**src/rtl/pcdg_pkg.sv**
```systemverilog
// Shared widths, codes and types of the periodic central-difference gradient unit.
package pcdg_pkg;

  localparam int unsigned MAX_ROWS  = 64;
  localparam int unsigned MAX_COLS  = 64;
  localparam int unsigned ROW_W     = $clog2(MAX_ROWS);
  localparam int unsigned COL_W     = $clog2(MAX_COLS);
  localparam int unsigned ADDR_W    = ROW_W + COL_W;
  localparam int unsigned MEM_DEPTH = 1 << ADDR_W;
  localparam int unsigned GRID_W    = 7;
  localparam int unsigned SAMPLE_W  = 24;
  localparam int unsigned SCALE_W   = 24;
  localparam int unsigned GRAD_W    = 32;
  localparam int unsigned FRAC_W    = 16;
  localparam int unsigned DIFF_W    = SAMPLE_W + 1;
  localparam int unsigned PROD_W    = DIFF_W + SCALE_W + 1;

  localparam int unsigned APB_DW    = 32;
  localparam int unsigned APB_AW    = 4;

  localparam int unsigned QUEUE_DEPTH = 2;
  localparam int unsigned QPTR_W      = $clog2(QUEUE_DEPTH);
  localparam int unsigned QCNT_W      = $clog2(QUEUE_DEPTH + 1);

  // Register indexes on the configuration port (byte address is four times the index).
  localparam logic [1:0] REG_GRID_ROWS  = 2'd0;
  localparam logic [1:0] REG_GRID_COLS  = 2'd1;
  localparam logic [1:0] REG_SCALE_ROWS = 2'd2;
  localparam logic [1:0] REG_SCALE_COLS = 2'd3;

  localparam logic CMD_WRITE = 1'b0;
  localparam logic CMD_READ  = 1'b1;

  localparam logic STATUS_OK    = 1'b0;
  localparam logic STATUS_RANGE = 1'b1;

  typedef enum logic [1:0] {
    KIND_WRITE = 2'd0,
    KIND_READ  = 2'd1,
    KIND_ERROR = 2'd2
  } kind_e;

  // One classified command as it travels from the front end to the back end.
  typedef struct packed {
    kind_e               kind;
    logic [ROW_W-1:0]    row;
    logic [COL_W-1:0]    col;
    logic [ROW_W-1:0]    row_prev;
    logic [ROW_W-1:0]    row_next;
    logic [COL_W-1:0]    col_prev;
    logic [COL_W-1:0]    col_next;
    logic [SAMPLE_W-1:0] sample;
  } item_t;

  typedef struct packed {
    logic [SCALE_W-1:0] scale_rows;
    logic [SCALE_W-1:0] scale_cols;
  } scale_t;

endpackage

```
**src/rtl/pcdg_front.sv**
```systemverilog
// Front end: configuration registers, command acceptance and neighbor index classification.
module pcdg_front import pcdg_pkg::*; (
  input  logic                clk_i,
  input  logic                rst_ni,
  input  logic                psel,
  input  logic                penable,
  input  logic                pwrite,
  input  logic [APB_AW-1:0]   paddr,
  input  logic [APB_DW-1:0]   pwdata,
  output logic [APB_DW-1:0]   prdata,
  input  logic                start_i,
  input  logic                cmd_i,
  input  logic [ROW_W-1:0]    row_i,
  input  logic [COL_W-1:0]    col_i,
  input  logic [SAMPLE_W-1:0] sample_i,
  input  logic                full_i,
  output logic                push_o,
  output item_t               item_o,
  output scale_t              scale_o
);

  logic [GRID_W-1:0]  grid_rows_q;
  logic [GRID_W-1:0]  grid_cols_q;
  logic [SCALE_W-1:0] scale_rows_q;
  logic [SCALE_W-1:0] scale_cols_q;
  logic               wr_en;
  logic [1:0]         reg_idx;
  logic [GRID_W-1:0]  n_rows;
  logic [GRID_W-1:0]  n_cols;
  logic [ROW_W-1:0]   last_row;
  logic [COL_W-1:0]   last_col;
  logic               in_range;

  assign wr_en   = psel & penable & pwrite;
  assign reg_idx = paddr[3:2];

  always_ff @(posedge clk_i or negedge rst_ni) begin
    if (!rst_ni) begin
      grid_rows_q  <= GRID_W'(MAX_ROWS);
      grid_cols_q  <= GRID_W'(MAX_COLS);
      scale_rows_q <= SCALE_W'(1 << FRAC_W);
      scale_cols_q <= SCALE_W'(1 << FRAC_W);
    end else if (wr_en) begin
      case (reg_idx)
        REG_GRID_ROWS:  grid_rows_q  <= pwdata[GRID_W-1:0];
        REG_GRID_COLS:  grid_cols_q  <= pwdata[GRID_W-1:0];
        REG_SCALE_ROWS: scale_rows_q <= pwdata[SCALE_W-1:0];
        REG_SCALE_COLS: scale_cols_q <= pwdata[SCALE_W-1:0];
        default: ;
      endcase
    end
  end

  always_comb begin
    case (reg_idx)
      REG_GRID_ROWS:  prdata = APB_DW'(grid_rows_q);
      REG_GRID_COLS:  prdata = APB_DW'(grid_cols_q);
      REG_SCALE_ROWS: prdata = APB_DW'(scale_rows_q);
      REG_SCALE_COLS: prdata = APB_DW'(scale_cols_q);
      default:        prdata = '0;
    endcase
  end

  // A size of zero behaves as one, a size above the grid as the full grid.
  always_comb begin
    if (grid_rows_q == '0) begin
      n_rows = GRID_W'(1);
    end else if (grid_rows_q > GRID_W'(MAX_ROWS)) begin
      n_rows = GRID_W'(MAX_ROWS);
    end else begin
      n_rows = grid_rows_q;
    end
    if (grid_cols_q == '0) begin
      n_cols = GRID_W'(1);
    end else if (grid_cols_q > GRID_W'(MAX_COLS)) begin
      n_cols = GRID_W'(MAX_COLS);
    end else begin
      n_cols = grid_cols_q;
    end
  end

  assign last_row = ROW_W'(n_rows - GRID_W'(1));
  assign last_col = COL_W'(n_cols - GRID_W'(1));
  assign in_range = (GRID_W'(row_i) < n_rows) && (GRID_W'(col_i) < n_cols);

  always_comb begin
    item_o.row      = row_i;
    item_o.col      = col_i;
    item_o.sample   = sample_i;
    item_o.row_prev = (row_i == '0) ? last_row : row_i - ROW_W'(1);
    item_o.row_next = (row_i == last_row) ? '0 : row_i + ROW_W'(1);
    item_o.col_prev = (col_i == '0) ? last_col : col_i - COL_W'(1);
    item_o.col_next = (col_i == last_col) ? '0 : col_i + COL_W'(1);
    if (!in_range) begin
      item_o.kind = KIND_ERROR;
    end else if (cmd_i == CMD_READ) begin
      item_o.kind = KIND_READ;
    end else begin
      item_o.kind = KIND_WRITE;
    end
  end

  assign push_o             = start_i & ~full_i;
  assign scale_o.scale_rows = scale_rows_q;
  assign scale_o.scale_cols = scale_cols_q;

endmodule

```
**config.mk**
```make
export PLATFORM = sky130hd
export DESIGN_NAME = pcdg_front
export DESIGN_NICKNAME = d
export VERILOG_FILES = /design/src/rtl/pcdg_pkg.sv /design/src/rtl/pcdg_front.sv
export SDC_FILE = /design/constraint.sdc
export NUM_CORES = 1
export LEC_CHECK = 0
export BUFFER_PORTS_ARGS = -buffer_cell sky130_fd_sc_hd__buf_2
export CELL_PAD_IN_SITES_DETAIL_PLACEMENT = 1
export CELL_PAD_IN_SITES_GLOBAL_PLACEMENT = 1
export CORE_UTILIZATION = 31
export CTS_CLUSTER_SIZE = 10
export DETAILED_ROUTE_END_ITERATION = 12
export PLACE_DENSITY = 0.75
export SLEW_MARGIN = 20
export SYNTH_ARGS = -nofsm -noshare
export SYNTH_HDL_FRONTEND = slang
export SYNTH_SLANG_ARGS = --single-unit
```
**constraint.sdc**
```tcl
create_clock -name clk_i -period 2.8 [get_ports clk_i]
set_clock_uncertainty 0.15 [all_clocks]
set_input_delay 0.42 -clock clk_i [delete_from_list [all_inputs] [get_ports clk_i]]
set_output_delay 0.42 -clock clk_i [all_outputs]
set_load 0.05 [all_outputs]
```
==> results of run 1 <==
[synth_stat cells (all sizes together), types with 2 or more instances]
| cell type | count |
|---|---|
| or3 | 3 |
| xnor2 | 14 |
| inv | 10 |
| and3 | 3 |
| o21ai | 9 |
| and2 | 3 |
| o31ai | 4 |
| ha | 20 |
| o32ai | 4 |
| a31oi | 4 |
| nand2b | 14 |
| nor2b | 21 |
| o21a | 2 |
| dfrtp | 58 |
| or4 | 2 |
| a21oi | 9 |
| mux2 | 63 |
| mux4 | 7 |
| a211oi | 2 |
| nand3 | 5 |
| nand2 | 17 |
| buf | 52 |
| nor3b | 2 |
| o211ai | 2 |
| nor3 | 9 |
| nand3b | 2 |
| clkbuf | 12 |
| nor2 | 25 |
| dfstp | 4 |
| o22ai | 2 |
| xor2 | 8 |
| mux2i | 19 |
[cells by family after synthesis]
group | share of synthesized area (%)
mux | 23.8
buf+inv | 10.2
fa+ha+maj | 5.63
other cells | 0.0843
flops | 35.0
xor+xnor | 4.50
simple gates | 13.8
compound gates | 7.09
[report_power, final]
group | internal, mW | total, mW | switching, mW | leakage [nW]
Sequential | 1.12 | 1.28 | 0.165 | 0.753
Clock | 0.736 | 1.13 | 0.393 | 0.152
Combinational | 1.09 | 2.97 | 1.88 | 2.13
[through the flow]
stage	utilization [%]	instances	TNS, ps	worst slack (ps)	hold slack [ps]
6_report	45.6	779	-6840	-571	186
5_1_grt	45.6	779	-8850	-704	185
4_1_cts	44.7	777	-7130	-602	174
3_5_place_dp	40.3	754	-3820	-349	289
3_3_place_gp	40.3	754	-2600	-277	274
2_1_floorplan	-	431	-1310	-178	-25.6
[area by class of cell]
| cell class | instances | area share, % |
|---|---|---|
| clock buffers | 11 | 3.98 |
| flip-flops and latches | 62 | 24.5 |
| well taps | 180 | 3.54 |
| inverters | 10 | 0.591 |
| clock inverters | 5 | 0.886 |
| repair buffers | 216 | 21.7 |
| multi-input cells | 295 | 44.8 |
[registers in the layout, indices dropped and copies added, names as in the netlist]
signal	cells
scale_cols_q	24
scale_rows_q	24
grid_cols_q	7
grid_rows_q	7
[repair_timing]
item	in CTS	in global routing
pin swaps	24	13
resized for setup	60	23
endpoints found under the hold margin	22	0
endpoints found under the setup margin	18	19
hold buffers	1	0
setup buffers	9	3
[routing by layer]
metal | vias up | share of wire, % | wire, um | global-route usage (%)
li1 | 1772 | - | - | -
met1 | 1895 | 38 | 5200 | 19.6
met2 | 136 | 53 | 7250 | 34.7
met3 | 23 | 6.5 | 879 | 4.68
met4 | 0 | 1.7 | 233 | 7.02
met5 | - | 0 | 0 | 0
[worst min path at each step]
stage | from | endpoint
global route | pwdata[13] | scale_rows_q[13]
floorplan | rst_ni | grid_cols_q[0]
global placement | rst_ni | scale_rows_q[22]
detailed placement | rst_ni | scale_cols_q[19]
finish | pwdata[23] | scale_rows_q[23]
CTS | pwdata[14] | scale_rows_q[14]
==> flow_summary.ini, run 1 <==
[floorplanning]
core_um2 = 13900
rows = 43
start_util_pct = 31.9
fp.dieH_um = 122
num_io_pins = 223
die_w_um = 122
dieArea_um2 = 14800

[critical_path]
crit_type = reg2out
cp.arrival_ps = 2800
critical-path-slowest-cell = or4_4
worstSetupStartpointType = flop
r2r_end = grid_rows_q[4]
regToRegSetupSlack_ps = 1580
crit_cells = 11
crit_buf_inv = 2
crit_fanout = 3
reg2reg_depth = 3
crit_required_ps = 2230
worst_setup_path_end_kind = output pin
cp_top_family = simple AND/OR/NAND/NOR gates
slowest_delay_ps = 440
critical_path.cell_chain = nor3_2 > a21oi_1 > nor2_1 > inv_2 > ha_4 > xor2_2 > xnor2_1 > or3_4 > or4_4 > and2_4 > buf_6
cp-startpoint = grid_cols_q[1]
crit_end = item_o[24]
r2r_start = grid_rows_q[4]

[layout]
multiInputGateArea_um2 = 2850
final_area_um2 = 6360
num-nets-final = 694
final_common_cell = buf_2
drive_gt1_share_pct = 60.9
area_growth_pct = 42.9
antenna_cells = 0
mostFrequentLayoutCells = buf_2, mux2_2, dfrtp_1
fillCellCount = 1552
seqCellArea_um2 = 1560

[power_and_ir_drop]
total_power_mw = 5.39
power_leakage_nw = 3.04
ir_drop_uv = 558
powerDensity_nw_per_um2 = 847

[timing]
setup_viol = 16
max-slew-margin-rel_pct = 62.2
rsz0062_at_grt = yes
tightest_slew_ps = 564
final_max_slew_viol_count = 0
fmax_mhz = 297
setup_ws_ps = -571
min_period_ps = 3370
final_hold_viol_count = 0
period_share_pct = 120

[route]
antenna_left = 0
wl_per_cell_um = 17.4
drt_iter0_drc = 97
firstDrtPassIters = 4
via_count = 3826
routed_wl_um = 13600
remaining_drc_errors = 0
viasPerCell = 4.91

[min_path]
hp-class = in2reg
holdPathStages = 2

[clock_network]
cts_buffers = 9
cts_tree = yes
clk_latency_ps = 320
clk_path_buf_depth = 2
path_clk_slew_ps = 60
clockRootBuffer = clkbuf_16
cts.sink_count = 62
htree_levels = 3

[yosys]
synthDistinctLibCells = 55
yosys.area.top_type_share_pct = 32.6
synth_area_leaders = dfrtp_1, mux2_2, buf_4
yosys_most_used_dff = dfrtp_1
avgSynthCellArea_um2 = 10.5
yosysSeqAreaShare_pct = 35.0
ys_seq_elements = 62
yosys_warnings = 0
ys_async_sr_fraction_pct = 100
synth_edf_count = 0
syn-cell-area_um2 = 4450
synthCells = 424
synth.largest_area_cell = dfrtp_1

[global_routing]
grt_use_total_pct = 18.5
gr-total-overflow = 0
antenna_found_initial = 0
grt_pass1_wl_um = 21100
grt_pass1_vias = 4208
grt_max_degree = 29

[job]
cap_violations = 0

[placed_design]
dpl.hpwl_um = 10100
dpl-instance-area_um2 = 5620
place.gp.congestion = 0.798
io_buffers = 156

[run_status]
violations = negative setup slack
status = complete, but fails checks
No activity file was read; power rests on OpenSTA's default activity.
==> run 2: changes to the inputs <==
--- a/config.mk
+++ b/config.mk
@@ -16,3 +16,4 @@
 export SYNTH_ARGS = -nofsm -noshare
 export SYNTH_HDL_FRONTEND = slang
 export SYNTH_SLANG_ARGS = --single-unit
+export TNS_END_PERCENT = 30
==> run 2 against run 1 <==
- the flow still finishes with violations (negative setup slack)
- die area stayed put
- critical path depth unchanged
- combinational power is 7.1% lower
- sequential share of layout area rose by 0.96 points
- via count is 1.4% lower
==> flow_summary.ini, run 2 (synthesis results as in run 1) <==
[floorplanning]
start_util_pct = 31.9
die_w_um = 122
core_um2 = 13900
num_io_pins = 223
dieArea_um2 = 14800
fp.dieH_um = 122
rows = 43

[placed_design]
dpl.hpwl_um = 10300
placedCellCount = 752
dpl-instance-area_um2 = 5590
io_buffers = 156
place.gp.congestion = 0.803

[timing]
max-slew-margin-rel_pct = 49.0
setup_viol = 16
setup_ws_ps = -607
period_share_pct = 122
final_hold_viol_count = 0
rsz0062_at_grt = yes
final_max_slew_viol_count = 0
tightest_slew_ps = 765
min_period_ps = 3410
fmax_mhz = 293

[critical_path]
critical-path-slowest-cell = or4_4
r2r_start = grid_cols_q[1]
crit_required_ps = 2230
regToRegSetupSlack_ps = 1480
worst_setup_path_end_kind = output pin
r2r_end = grid_cols_q[1]
cp.arrival_ps = 2840
reg2reg_depth = 4
critical_path.cell_chain = nor3_2 > a21oi_1 > nor2_1 > inv_2 > ha_4 > xor2_2 > xnor2_1 > or3_4 > or4_4 > and2_4 > buf_8
slowest_delay_ps = 440
crit_fanout = 3
worstSetupStartpointType = flop
crit_type = reg2out

[clock_network]
cts_buffers = 9
clk_latency_ps = 310
htree_levels = 3
ctsHoldBuffers = 0
clk_path_buf_depth = 2
clockRootBuffer = clkbuf_16
cts_tree = yes
path_clk_slew_ps = 50
cts.sink_count = 62

[power_and_ir_drop]
ir_drop_uv = 442
powerDensity_nw_per_um2 = 837
total_power_mw = 5.12
power_leakage_nw = 2.95

[global_routing]
grt_max_degree = 34
grt_use_total_pct = 18.1
grt_pass1_wl_um = 20700
grt_pass1_vias = 4038
antenna_found_initial = 0
gr-total-overflow = 0

[min_path]
hp-class = in2async

[run_status]
status = complete, but fails checks
violations = negative setup slack

[route]
remaining_drc_errors = 0
firstDrtPassIters = 4
drt_iter0_drc = 97
via_count = 3774
routed_wl_um = 13000
antenna_left = 0
viasPerCell = 4.90
wl_per_cell_um = 16.8

[layout]
drive_gt1_share_pct = 58.0
antenna_cells = 0
area_growth_pct = 37.5
final_area_um2 = 6120
fin_cells = 770
reg_top3 = scale_cols_q: 24 flops, scale_rows_q: 24 flops
mostFrequentLayoutCells = buf_2, mux2_2, dfrtp_1
final_common_cell = buf_2
num-nets-final = 685

[job]
cap_violations = 0
[run 2: cell types whose count changed in the layout (fill, tap and decap cells not counted), sizes merged]
cell / previous run / this run
inv: 11 / 10
buf: 214 / 206
clkbuf: 12 / 14
clkinvlp: 1 / 0
dlygate4sd3: 1 / 0
[run 2: repair_timing]
item	in CTS	in global routing
setup endpoints to repair	18	20
pin swaps	13	4
setup buffers	1	1
gates resized for setup	47	11
cloned	0	0
[run 2: per-stage QoR]
step	setup WS (ps)	setup TNS, ps	hold WS, ps	util [%]
floorplan	-200	-2100	-25.6	-
global placement	-330	-2750	357	40.1
detailed placement	-432	-3900	366	40.1
CTS	-646	-6960	32.7	43.6
global route	-751	-9340	75.6	43.9
finish	-607	-6580	24.7	43.9
[run 2: where the power goes]
part	internal, mW	total (mW)	leakage (nW)	switching, mW
combinational	0.968	2.76	2.06	1.79
sequential	1.12	1.28	0.753	0.166
clock	0.713	1.08	0.144	0.364
[run 2: area by class of cell]
| class | count | area (um^2) |
|---|---|---|
| clock inverter | 3 | 43.8 |
| inverter | 10 | 37.5 |
| tap | 180 | 225 |
| sequential | 62 | 1560 |
| timing repair buffer | 207 | 1290 |
| multi-input combinational | 295 | 2710 |
| clock buffer | 13 | 250 |
| fill | 1598 | 7820 |
[run 2: worst max path at each step]
stage                   start  depth (start not counted)  slack [ps]    endpoint
6_report       grid_cols_q[1]                         11        -610  item_o[24]
5_1_grt        grid_cols_q[1]                         11        -750  item_o[25]
4_1_cts        grid_cols_q[4]                         11        -650  item_o[25]
3_5_place_dp   grid_cols_q[1]                         11        -430  item_o[25]
3_3_place_gp   grid_cols_q[1]                         11        -330  item_o[25]
2_1_floorplan  grid_cols_q[1]                         10        -200  item_o[24]
[run 2: worst max-delay path: cells and delay by family, from the launching register on]
| kind | cells | cell delay, ps |
|---|---|---|
| AO/OA/AOI/OAI | 1 | 80 |
| XOR/XNOR | 2 | 310 |
| adder cells (fa/ha/maj) | 1 | 170 |
| buffers and inverters | 2 | 220 |
| flip-flops | 1 | 390 |
| AND/OR/NAND/NOR | 5 | 1350 |
[run 2: metal layers]
| layer | global-route usage (%) | wire length, um | vias up |
|---|---|---|---|
| met5 | 0 | 0 | - |
| met4 | 5.94 | 128 | 0 |
| met3 | 4.35 | 844 | 8 |
| met2 | 33.1 | 6760 | 133 |
| met1 | 20.5 | 5220 | 1866 |
| li1 | - | - | 1767 |
