### src/rtl/pcdg_pkg.sv
// Shared widths, codes and types of the periodic central-difference gradient unit.
package pcdg_pkg;

  localparam int unsigned MAX_ROWS  = 64;
  localparam int unsigned MAX_COLS  = 64;
  localparam int unsigned ROW_W     = $clog2(MAX_ROWS);
  localparam int unsigned COL_W     = $clog2(MAX_COLS);
  localparam int unsigned ADDR_W    = ROW_W + COL_W;
  localparam int unsigned MEM_DEPTH = 1 << ADDR_W;
  localparam int unsigned GRID_W    = 7;
  localparam int unsigned SAMPLE_W  = 24;
  localparam int unsigned SCALE_W   = 24;
  localparam int unsigned GRAD_W    = 32;
  localparam int unsigned FRAC_W    = 16;
  localparam int unsigned DIFF_W    = SAMPLE_W + 1;
  localparam int unsigned PROD_W    = DIFF_W + SCALE_W + 1;

  localparam int unsigned APB_DW    = 32;
  localparam int unsigned APB_AW    = 4;

  localparam int unsigned QUEUE_DEPTH = 2;
  localparam int unsigned QPTR_W      = $clog2(QUEUE_DEPTH);
  localparam int unsigned QCNT_W      = $clog2(QUEUE_DEPTH + 1);

  // Register indexes on the configuration port (byte address is four times the index).
  localparam logic [1:0] REG_GRID_ROWS  = 2'd0;
  localparam logic [1:0] REG_GRID_COLS  = 2'd1;
  localparam logic [1:0] REG_SCALE_ROWS = 2'd2;
  localparam logic [1:0] REG_SCALE_COLS = 2'd3;

  localparam logic CMD_WRITE = 1'b0;
  localparam logic CMD_READ  = 1'b1;

  localparam logic STATUS_OK    = 1'b0;
  localparam logic STATUS_RANGE = 1'b1;

  typedef enum logic [1:0] {
    KIND_WRITE = 2'd0,
    KIND_READ  = 2'd1,
    KIND_ERROR = 2'd2
  } kind_e;

  // One classified command as it travels from the front end to the back end.
  typedef struct packed {
    kind_e               kind;
    logic [ROW_W-1:0]    row;
    logic [COL_W-1:0]    col;
    logic [ROW_W-1:0]    row_prev;
    logic [ROW_W-1:0]    row_next;
    logic [COL_W-1:0]    col_prev;
    logic [COL_W-1:0]    col_next;
    logic [SAMPLE_W-1:0] sample;
  } item_t;

  typedef struct packed {
    logic [SCALE_W-1:0] scale_rows;
    logic [SCALE_W-1:0] scale_cols;
  } scale_t;

endpackage

### src/rtl/pcdg_queue.sv
// Short queue of classified commands between the front end and the back end.
module pcdg_queue import pcdg_pkg::*; (
  input  logic  clk_i,
  input  logic  rst_ni,
  input  logic  push_i,
  input  item_t item_i,
  output logic  full_o,
  input  logic  pop_i,
  output logic  empty_o,
  output item_t head_o
);

  item_t             slot_q [QUEUE_DEPTH];
  logic [QPTR_W-1:0] wr_ptr_q;
  logic [QPTR_W-1:0] rd_ptr_q;
  logic [QCNT_W-1:0] count_q;
  logic              do_push;
  logic              do_pop;

  assign full_o  = (count_q == QCNT_W'(QUEUE_DEPTH));
  assign empty_o = (count_q == '0);
  assign do_push = push_i & ~full_o;
  assign do_pop  = pop_i & ~empty_o;
  assign head_o  = slot_q[rd_ptr_q];

  always_ff @(posedge clk_i) begin
    if (do_push) begin
      slot_q[wr_ptr_q] <= item_i;
    end
  end

  always_ff @(posedge clk_i or negedge rst_ni) begin
    if (!rst_ni) begin
      wr_ptr_q <= '0;
      rd_ptr_q <= '0;
      count_q  <= '0;
    end else begin
      if (do_push) begin
        wr_ptr_q <= (wr_ptr_q == QPTR_W'(QUEUE_DEPTH - 1)) ? '0 : wr_ptr_q + QPTR_W'(1);
      end
      if (do_pop) begin
        rd_ptr_q <= (rd_ptr_q == QPTR_W'(QUEUE_DEPTH - 1)) ? '0 : rd_ptr_q + QPTR_W'(1);
      end
      if (do_push && !do_pop) begin
        count_q <= count_q + QCNT_W'(1);
      end else if (do_pop && !do_push) begin
        count_q <= count_q - QCNT_W'(1);
      end
    end
  end

`ifndef SYNTH
  a_count_bound: assert property (@(posedge clk_i) disable iff (!rst_ni)
    count_q <= QCNT_W'(QUEUE_DEPTH))
    else $error("queue fill count above depth");

  a_fill_tracks: assert property (@(posedge clk_i) disable iff (!rst_ni)
    (do_push && !do_pop) |=> (count_q == $past(count_q) + QCNT_W'(1)))
    else $error("queue fill count lost a push");
`endif

endmodule

### config.mk
export PLATFORM = sky130hd
export DESIGN_NAME = pcdg_queue
export DESIGN_NICKNAME = d
export VERILOG_FILES = /design/src/rtl/pcdg_pkg.sv /design/src/rtl/pcdg_queue.sv
export SDC_FILE = /design/constraint.sdc
export NUM_CORES = 1
export LEC_CHECK = 0
export ABC_AREA = 1
export BUFFER_PORTS_ARGS = -buffer_cell sky130_fd_sc_hd__buf_2
export CAP_MARGIN = 10
export CORE_UTILIZATION = 40
export DETAILED_ROUTE_END_ITERATION = 10
export PLACE_DENSITY_LB_ADDON = 0.05
export SYNTH_ARGS = -nofsm -noshare
export SYNTH_HDL_FRONTEND = slang
export SYNTH_SLANG_ARGS = --single-unit
export TNS_END_PERCENT = 5
### constraint.sdc
create_clock -name clk_i -period 9.05 [get_ports clk_i]
set_input_delay 1.81 -clock clk_i [delete_from_list [all_inputs] [get_ports clk_i]]
set_output_delay 1.81 -clock clk_i [all_outputs]
set_load 0.02 [all_outputs]
==> flow_metrics.tcl, run 1 <==
set metrics [dict create \
    outcome "finished with violations" \
    violations "DRC" \
    top_usage_layer "met2" \
    switching_share_pct 35.0 \
    yosysSeqAreaShare_pct 80.1 \
    p_leak_uw 0.00266 \
    clk-insertion-delay-late_ns 0.40 \
    worstSetupPathType "register to output pin" \
    antenna_found_initial 0 \
    arrival_ns 2.28 \
    path_max_fanout 63 \
    endpoint_kind "output pin" \
    ctsHoldBuffers 0 \
    max_cap_violations 0 \
    core_area_um2 11500 \
    io_pins 130 \
    power_switching_uw 786 \
    grtUsageMet3_pct 6.01 \
    synth_top_cell_area_share_pct 78.0 \
    start_kind "register" \
    rows 39 \
    vias_per_cell 4.51 \
    rsz0062_at_grt "no" \
    nets 560 \
    ir_drop_uv 145 \
    grt_usage_pct 15.6 \
    cts_buffer_depth 2 \
    die_y_um 111 \
    synth-edff-count 124 \
    period_minus_slack_ns 4.09 \
    max_freq_ghz 0.244 \
    hp-class "register to register" \
    gp_congestion 0.698 \
    hold_viol 0 \
    clock_sinks 128 \
    syn-num-nets 422 \
    die_w_um 111 \
    grt_max_degree 64 \
    met2_usage_pct 25.6 \
    worstMarginPinSlew_ns 0.683 \
    setup_viol 0 \
    fin_crit_sh_pct 45.2 \
    antenna_cells 0 \
    hpwl_um 5470 \
    numCtsBuffers 17 \
    route.vias.total 2924 \
    die_area_um2 12400 \
    syn-instance-count 355 \
    clockRootBuffer "clkbuf_16" \
    drtPass1Iterations 7 \
    ant_nets 0 \
    wirelength_um 9120 \
    ys_ff_latch 128 \
    layout-drive-gt1-share_pct 32.7 \
    setup-tns-final_ns 0 \
    postCtsSetupRepairBufs 0 \
    synthTopCellsByArea "edfxtp_1 78%, nand2_1 15%, dfrtp_1 2.1%" \
    synth_area_per_cell_um2 13.4 \
    drc 14 \
    relSlewSlack_pct 54.5 \
    detail_route.iter0.violations 119 \
    p_clk_share_pct 30.5 \
    setup_ws_ns 4.96 \
    final_common_cell "nand2_1" \
    final_cell_mix "195 x nand2_1, 129 x buf_2, 124 x edfxtp_1" \
    internal-power_uw 1460 \
    tritoncts "built" \
    syn-cell-area_um2 4770 \
    grt_pass1_vias 2836 \
    powerDensity_nw_per_um2 367 \
    grt_pass1_wl_um 14300 \
    place_ws_ns 5.33 \
    fin_skew_ns 0.00752 \
    ys_types 18 \
    avgRoutedWirePerCell_um 14.1 \
    yosys_warnings 0 \
    grt_overflow_total 0 \
    htree_levels 4 \
    ys.flop_type "edfxtp_1" \
    slew_viol_final 0 \
    async_flop_share_pct 3.13 \
    post_cts_resized 0 \
    start_util_pct 41.4 \
    clkTransAtPathRegs_ns 0.06 \
    cp.required_ns 7.24 \
    combPwrFrac_pct 31.3 \
    met1_usage_pct 18.5 \
    seqPwrFrac_pct 38.1 \
    synth_largest_area_cell "edfxtp_1" \
    syn_to_final_growth_pct 28.3 \
    io_buffers 129 \
]
path summary, 6_finish.rpt:
| check | start | to | slack [ns] | cells past startpoint |
|---|---|---|---|---|
| hold / removal | wr_ptr_q$_DFFE_PN0P_ | wr_ptr_q$_DFFE_PN0P_ | 0.48 | 2 |
| setup / recovery | rd_ptr_q$_DFFE_PN0P_ | head_o[39] | 4.96 | 5 |
| max in group asynchronous | rst_ni | rd_ptr_q$_DFFE_PN0P_ | 7.71 | 1 |
| setup reg to reg | count_q[0]$_DFFE_PN0P_ | slot_q[1][36]$_DFFE_PP_ | 6.96 | 3 |
| min in group asynchronous | rst_ni | count_q[0]$_DFFE_PN0P_ | 1.21 | 1 |
| hold reg to reg | wr_ptr_q$_DFFE_PN0P_ | wr_ptr_q$_DFFE_PN0P_ | 0.48 | 2 |
worst max-delay path: stages, from the launching register on:
cell and delay [ns]:
dfrtp_2 0.60, buf_4 0.53, inv_6 0.31, nand2_1 0.13, nand2_1 0.09, buf_2 0.17
sequential cells by signal (all words and copies together) (netlist names):
register	flops
rd_ptr_q	1
wr_ptr_q	1
slot_q	124
count_q	2
synth_stat cells (2+ instances only):
| cell | number |
|---|---|
| buf_2 | 5 |
| buf_4 | 2 |
| o21ai_1 | 2 |
| edfxtp_1 | 124 |
| inv_1 | 6 |
| buf_6 | 6 |
| nor2_1 | 2 |
| dfrtp_1 | 4 |
| nand2_1 | 195 |
layer usage:
metal	routed length, um	part of all wire, %
met1	3890	43
met2	4490	49
met3	654	7.2
met4	81	0.89
met5	0	0
power groups by stage:
stage	logic, uW	registers, uW	clock network [uW]
finish	704	856	686
global route	777	870	723
CTS	721	858	701
detailed placement	720	869	0
global placement	716	867	0
floorplan	507	857	0
cell type report:
cell class                      count  area [um^2]
Clock buffer                       19          433
Clock inverter                     12          168
Fill cell                         996         5390
Inverter                            8         35.0
Multi-Input combinational cell    206          815
Sequential cell                   128         3820
Tap cell                          143          179
Timing Repair Buffer              132          668
cells by family after synthesis:
kind of cell,count (synthesis),share of synthesized area [%]
compound gates,2,0.210
fa+ha+maj,1,0.262
buf+inv,21,2.99
xor+xnor,1,0.184
simple gates,202,16.3
flops,128,80.1
per-stage QoR:
step                power [uW]  cell area [um^2]  util (%)  hold slack [ns]  instances
floorplan                 1360              4770         -            0.449        355
global placement          1580              5520      47.9            0.465        617
detailed placement        1590              5520      47.9            0.465        617
CTS                       2280              6120      53.2            0.481        648
global route              2370              6120      53.2            0.515        648
finish                    2250              6120      53.2            0.479        648
(Power assumes the default switching activity.)
==> inputs of run 2 (changes only) <==
==> constraint.sdc (replaced) <==
create_clock -name clk_i -period 3.8 [get_ports clk_i]
set_input_delay 0.76 -clock clk_i [delete_from_list [all_inputs] [get_ports clk_i]]
set_output_delay 0.76 -clock clk_i [all_outputs]
set_load 0.02 [all_outputs]
==> run 2 against run 1 <==
Effect of this change:
- first-iteration DRC count is 39% higher
- via count rose by 2.1%
- critical path depth decreased by 1
- highest routed layer unchanged
- critical path type unchanged
- the run still ends with DRC left
==> flow_metrics.tcl, run 2 (synthesized netlist as in run 1, its figures left out) <==
set metrics [dict create \
    relSlewSlack_pct 52.5 \
    dr_wl_met2_um 4390 \
    clockRootBuffer "clkbuf_16" \
    tritoncts "built" \
    io_pins 130 \
    outcome "finished with violations" \
    syn_to_final_growth_pct 29.5 \
    routed.top_layer "met4" \
    hold_viol 0 \
    grt_usage_pct 15.7 \
    max_freq_ghz 0.386 \
    fin_crit_sh_pct 68.1 \
    setup_viol 0 \
    drc 18 \
    seqPwrFrac_pct 37.5 \
    die_w_um 111 \
    gp_congestion 0.677 \
    grt_max_degree 64 \
    arrival_ns 1.83 \
    powerDensity_nw_per_um2 881 \
    final_common_cell "nand2_1" \
    wl_met1_um 3860 \
    drtPass1Iterations 8 \
    antenna_cells 0 \
    grt_overflow_total 0 \
    numCtsBuffers 17 \
    setup-tns-final_ns 0 \
    die_area_um2 12400 \
    htree_levels 4 \
    max_cap_violations 0 \
    power_switching_uw 1880 \
    dp_cells 620 \
    hpwl_um 5660 \
    period_minus_slack_ns 2.59 \
    reg.largest.list "slot_q x124, count_q x2" \
    grt_pass1_wl_um 14300 \
    clk-insertion-delay-late_ns 0.41 \
    r2r_start "count_q[0]$_DFFE_PN0P_" \
    p_leak_uw 0.00269 \
    layout-drive-gt1-share_pct 33.0 \
    cp.required_ns 3.04 \
    avgRoutedWirePerCell_um 14.0 \
    endpoint_kind "output pin" \
    slew_viol_final 0 \
    post_cts_resized 0 \
    rows 39 \
    path_max_fanout 63 \
    rsz0062_at_grt "no" \
    met3WireLength_um 737 \
    clkTransAtPathRegs_ns 0.05 \
    vias_per_cell 4.58 \
    whs_ns 0.154 \
    final_cell_mix "195 x nand2_1, 129 x buf_2, 124 x edfxtp_1" \
    top_register "slot_q" \
    largest_reg_flops 124 \
    grt_pass1_vias 2862 \
    hp-class "input port to asynchronous set/reset pin" \
    finalPower_uw 5450 \
    wirelength_um 9130 \
    antenna_found_initial 0 \
    p_clk_share_pct 31.3 \
    start_util_pct 41.4 \
    ctsHoldBuffers 0 \
    start_kind "register" \
    clock_sinks 128 \
    violations "DRC" \
    fillCellCount 999 \
    switching_share_pct 34.5 \
    die_y_um 111 \
    internal-power_uw 3570 \
    nets 563 \
    worstMarginPinSlew_ns 0.710 \
    rr_worst_depth 5 \
    fin_skew_ns 0.00529 \
    io_buffers 129 \
    cts_buffer_depth 2 \
    ant_nets 0 \
    layoutNonFillerInstCount 652 \
    ir_drop_uv 369 \
    worstSetupPathType "register to output pin" \
    postCtsSetupRepairBufs 0 \
    startpoint "rd_ptr_q$_DFFE_PN0P_" \
    core_area_um2 11500 \
    cp-endpoint "head_o[41]" \
    combPwrFrac_pct 31.2 \
    rr_endpoint "slot_q[0][5]$_DFFE_PP_" \
    reg2reg_slack_ns 1.86 \
    route.vias.total 2986 \
    detail_route.iter0.violations 166 \
]
[run 2: cell count changes in the layout (fill, tap and decap cells not counted)]
cell / before / now
buf_4: 3 / 5
buf_12: 0 / 1
bufinv_16: 4 / 5
clkbuf_1: 2 / 3
clkinvlp_4: 3 / 2
[run 2: worst max-delay path, stage by stage (launching register included)]
cell and delay [ns]:
dfrtp_2 0.57, inv_6 0.44, nand2_1 0.09, nand2_1 0.10, buf_2 0.17
[run 2: worst min path at each step]
stage	endpoint	slack (ns)	cells after the start
after floorplan	wr_ptr_q$_DFFE_PN0P_	0.45	2
after global placement	wr_ptr_q$_DFFE_PN0P_	0.48	2
after detailed placement	wr_ptr_q$_DFFE_PN0P_	0.48	2
after CTS	count_q[0]$_DFFE_PN0P_	0.14	1
after global routing	wr_ptr_q$_DFFE_PN0P_	0.14	1
final	wr_ptr_q$_DFFE_PN0P_	0.15	1
[run 2: per-stage QoR]
step           utilization (%)  area (um^2)  setup WS [ns]
2_1_floorplan                -         4780          0.923
3_3_place_gp              48.3         5560           1.48
3_5_place_dp              48.3         5560           1.46
4_1_cts                   53.7         6180           1.17
5_1_grt                   53.7         6180           1.04
6_report                  53.7         6180           1.21
[run 2: final cells by class]
| cell class | instances | area (um^2) | area share [%] |
|---|---|---|---|
| Clock buffer | 20 | 437 | 7.06 |
| Clock inverter | 12 | 190 | 3.08 |
| Inverter | 8 | 35.0 | 0.567 |
| Multi-Input combinational cell | 206 | 815 | 13.2 |
| Sequential cell | 128 | 3820 | 61.9 |
| Tap cell | 143 | 179 | 2.89 |
| Timing Repair Buffer | 135 | 703 | 11.4 |
[run 2: power groups by stage]
| stage | sequential (uW) | clock [uW] | combinational, uW |
|---|---|---|---|
| detailed placement | 2070 | 0 | 1730 |
| floorplan | 2030 | 0 | 1210 |
| finish | 2040 | 1700 | 1700 |
| global route | 2080 | 1790 | 1870 |
| global placement | 2070 | 0 | 1730 |
| CTS | 2050 | 1730 | 1740 |
[run 2: metal layers]
| layer | track usage (%) | vias up |
|---|---|---|
| li1 | - | 1478 |
| met1 | 17.7 | 1396 |
| met2 | 25.5 | 98 |
| met3 | 6.89 | 14 |
| met4 | 7.30 | 0 |
| met5 | 0 | - |
==> inputs of run 3 (changes only) <==
--- a/config.mk
+++ b/config.mk
@@ -5,7 +5,7 @@
 export SDC_FILE = /design/constraint.sdc
 export NUM_CORES = 1
 export LEC_CHECK = 0
-export ABC_AREA = 1
+export ABC_AREA = 0
 export BUFFER_PORTS_ARGS = -buffer_cell sky130_fd_sc_hd__buf_2
 export CAP_MARGIN = 10
 export CORE_UTILIZATION = 40
==> constraint.sdc (replaced) <==
create_clock -name clk_i -period 2.4 [get_ports clk_i]
set_input_delay 0.48 -clock clk_i [delete_from_list [all_inputs] [get_ports clk_i]]
set_output_delay 0.48 -clock clk_i [all_outputs]
set_load 0.02 [all_outputs]
==> run 3 against run 2 <==
Effect of this change:
- the flow now finishes without violations
- die area up 4.1%
- setup slack worse by 0.97 ns
- non-clock buffer count up 1
- via count down 20%
- global-route usage down 1.9 points
- first-iteration DRC count down 43%
- sequential cell count unchanged
- sequential power up 57%
- critical path type unchanged
==> flow_metrics.tcl, run 3 <==
set metrics [dict create \
    reg2reg_slack_ns 0.74 \
    clkTransAtPathRegs_ns 0.05 \
    synth_xor_area_share_pct 0.881 \
    ir_drop_uv 577 \
    syn_to_final_growth_pct 27.7 \
    setup-tns-final_ns 0 \
    drc 0 \
    outcome "completed" \
    syn-cell-area_um2 4970 \
    hp-class "input port to register" \
    arrival_ns 1.68 \
    dr_wl_met2_um 4170 \
    final_common_cell "buf_2" \
    cp-endpoint "head_o[44]" \
    route.vias.total 2391 \
    hold_viol 0 \
    seq_area_um2 3830 \
    hpwl_um 5230 \
    grt_max_degree 38 \
    fillCellCount 1011 \
    synthTopCellsByArea "edfxtp_1 75%, mux2_4 18%, buf_12 2.4%" \
    die_area_um2 12900 \
    routed.top_layer "met4" \
    synth-edff-count 124 \
    ys_types 15 \
    endpoint_kind "output pin" \
    yosysMostFrequentCell "edfxtp_1" \
    largest_reg_flops 124 \
    synth.area.mux_share_pct 18.5 \
    synth_area_per_cell_um2 23.4 \
    fin_crit_sh_pct 89.9 \
    core_area_um2 12100 \
    grt_pass1_wl_um 12500 \
    p_leak_uw 0.00257 \
    die_y_um 113 \
    cp_slowest_stage_delay_ns 0.44 \
    cp.required_ns 1.92 \
    rows 40 \
    async_flop_share_pct 3.13 \
    avgRoutedWirePerCell_um 15.4 \
    layout-drive-gt1-share_pct 59.4 \
    max_cap_violations 0 \
    gp_congestion 0.663 \
    top_register "slot_q" \
    dpl_cell_area_um2 5800 \
    start_util_pct 41.2 \
    start_kind "register" \
    synth_top_cell_area_share_pct 74.9 \
    synth-compound-area-share_pct 0.101 \
    detail_route.iter0.violations 94 \
    grt_usage_pct 13.8 \
    tritoncts "built" \
    met3WireLength_um 518 \
    ant_nets 0 \
    numCtsBuffers 17 \
    antenna_found_initial 0 \
    multiInputGateArea_um2 1020 \
    die_w_um 113 \
    rsz0062_at_grt "no" \
    worst_path_max_delay_cell "dfrtp_4" \
    reg.largest.list "slot_q x124, count_q x2" \
    clk-insertion-delay-late_ns 0.41 \
    powerDensity_nw_per_um2 1330 \
    period_minus_slack_ns 2.16 \
    whs_ns 0.260 \
    relSlewSlack_pct 67.8 \
    yosys_warnings 0 \
    r2r_start "count_q[0]$_DFFE_PN0P_" \
    yosys.area_share.adder_pct 0.252 \
    io_buffers 129 \
    htree_levels 4 \
    grt_pass1_vias 2427 \
    worstMarginPinSlew_ns 0.483 \
    wl_met1_um 3430 \
    synthSimpleGateAreaFrac_pct 0.554 \
    cts_buffer_depth 2 \
    rr_endpoint "slot_q[0][17]$_DFFE_PP_" \
    final_cell_mix "129 x buf_2, 124 x edfxtp_1, 59 x mux2_4" \
    worstSetupPathType "register to output pin" \
    ys_ff_latch 128 \
    netlist_top_cells_count "124 x edfxtp_1, 59 x mux2_4, 6 x buf_12" \
    antenna_cells 0 \
    max_freq_ghz 0.463 \
    synth_largest_area_cell "edfxtp_1" \
    clock_sinks 128 \
    slew_viol_final 0 \
    nets 427 \
    clockRootBuffer "clkbuf_16" \
    setup_viol 0 \
    grt_overflow_total 0 \
    io_pins 130 \
    startpoint "rd_ptr_q$_DFFE_PN0P_" \
    syn-instance-count 212 \
    stdcell_area_um2 6350 \
    rr_worst_depth 4 \
    path_max_fanout 37 \
    yosysSeqAreaShare_pct 76.9 \
    crit_chain "buf_12 > mux2_2 > buf_2" \
    fin_skew_ns 0.00514 \
    ys.flop_type "edfxtp_1" \
    drtPass1Iterations 4 \
    syn-num-nets 279 \
    synth_top_family_by_area "multiplexers" \
    wirelength_um 8300 \
    vias_per_cell 4.43 \
]
[run 3: changes by cell type after synthesis, sizes merged, moves of 2 or more]
cell,previous run,this run
mux2,0,62
nand2,195,1
xnor2,1,3
buf,13,7
xor2,0,2
inv,8,2
[run 3: area by class of cell]
cell class                 instances  area share, %
clock buffer                      19           6.82
timing repair buffer             136           11.8
inverter                           2          0.118
clock inverter                    12           1.58
multi-input combinational         75           16.0
sequential                       128           60.3
tap                              168           3.31
[run 3: report_power, final]
group | internal, uW | switching (uW)
clock | 1480 | 821
sequential | 3070 | 143
combinational | 1310 | 1600
total | 5860 | 2570
[run 3: worst min path at each step]
stage,start,depth (start not counted),end
floorplan,rst_ni,0,count_q[0]$_DFFE_PN0P_
global placement,rst_ni,1,count_q[1]$_DFFE_PN0P_
detailed placement,rst_ni,1,count_q[1]$_DFFE_PN0P_
CTS,item_i[32],1,slot_q[0][32]$_DFFE_PP_
global route,item_i[47],1,slot_q[1][47]$_DFFE_PP_
finish,item_i[42],1,slot_q[0][42]$_DFFE_PP_
[run 3: worst max-delay path, delay by kind of cell, from the launching register on]
family   cells  cell delay (ns)
buf+inv      2             0.46
flops        1             0.44
mux          1             0.37
[run 3: timing repair]
item,4_1_cts,5_1_grt
hold endpoints to repair,4,0
gates resized for setup,0,0
setup buffers,0,0
hold buffers,1,0
[run 3: cells by family after synthesis]
kind of cell / Yosys count
AOI/OAI and AO/OA: 1
xor gates and xnor gates: 5
adders and majority gates: 1
buffers and inverters: 9
DFF: 128
muxes: 62
and+or+nand+nor: 6
[run 3: stage by stage]
| step | total power, uW | cells | utilization (%) | worst slack, ns |
|---|---|---|---|---|
| 2_1_floorplan | 5530 | 212 | - | -0.0933 |
| 3_3_place_gp | 6210 | 508 | 48.1 | 0.659 |
| 3_5_place_dp | 6220 | 508 | 48.1 | 0.654 |
| 4_1_cts | 8560 | 540 | 52.6 | 0.203 |
| 5_1_grt | 8800 | 540 | 52.6 | 0.182 |
| 6_report | 8420 | 540 | 52.6 | 0.241 |
[run 3: layer usage]
layer	up-vias	track usage (%)
met1	1161	14.4
met2	82	23.1
met5	-	0
met3	15	5.79
met4	0	8.42
li1	1133	-
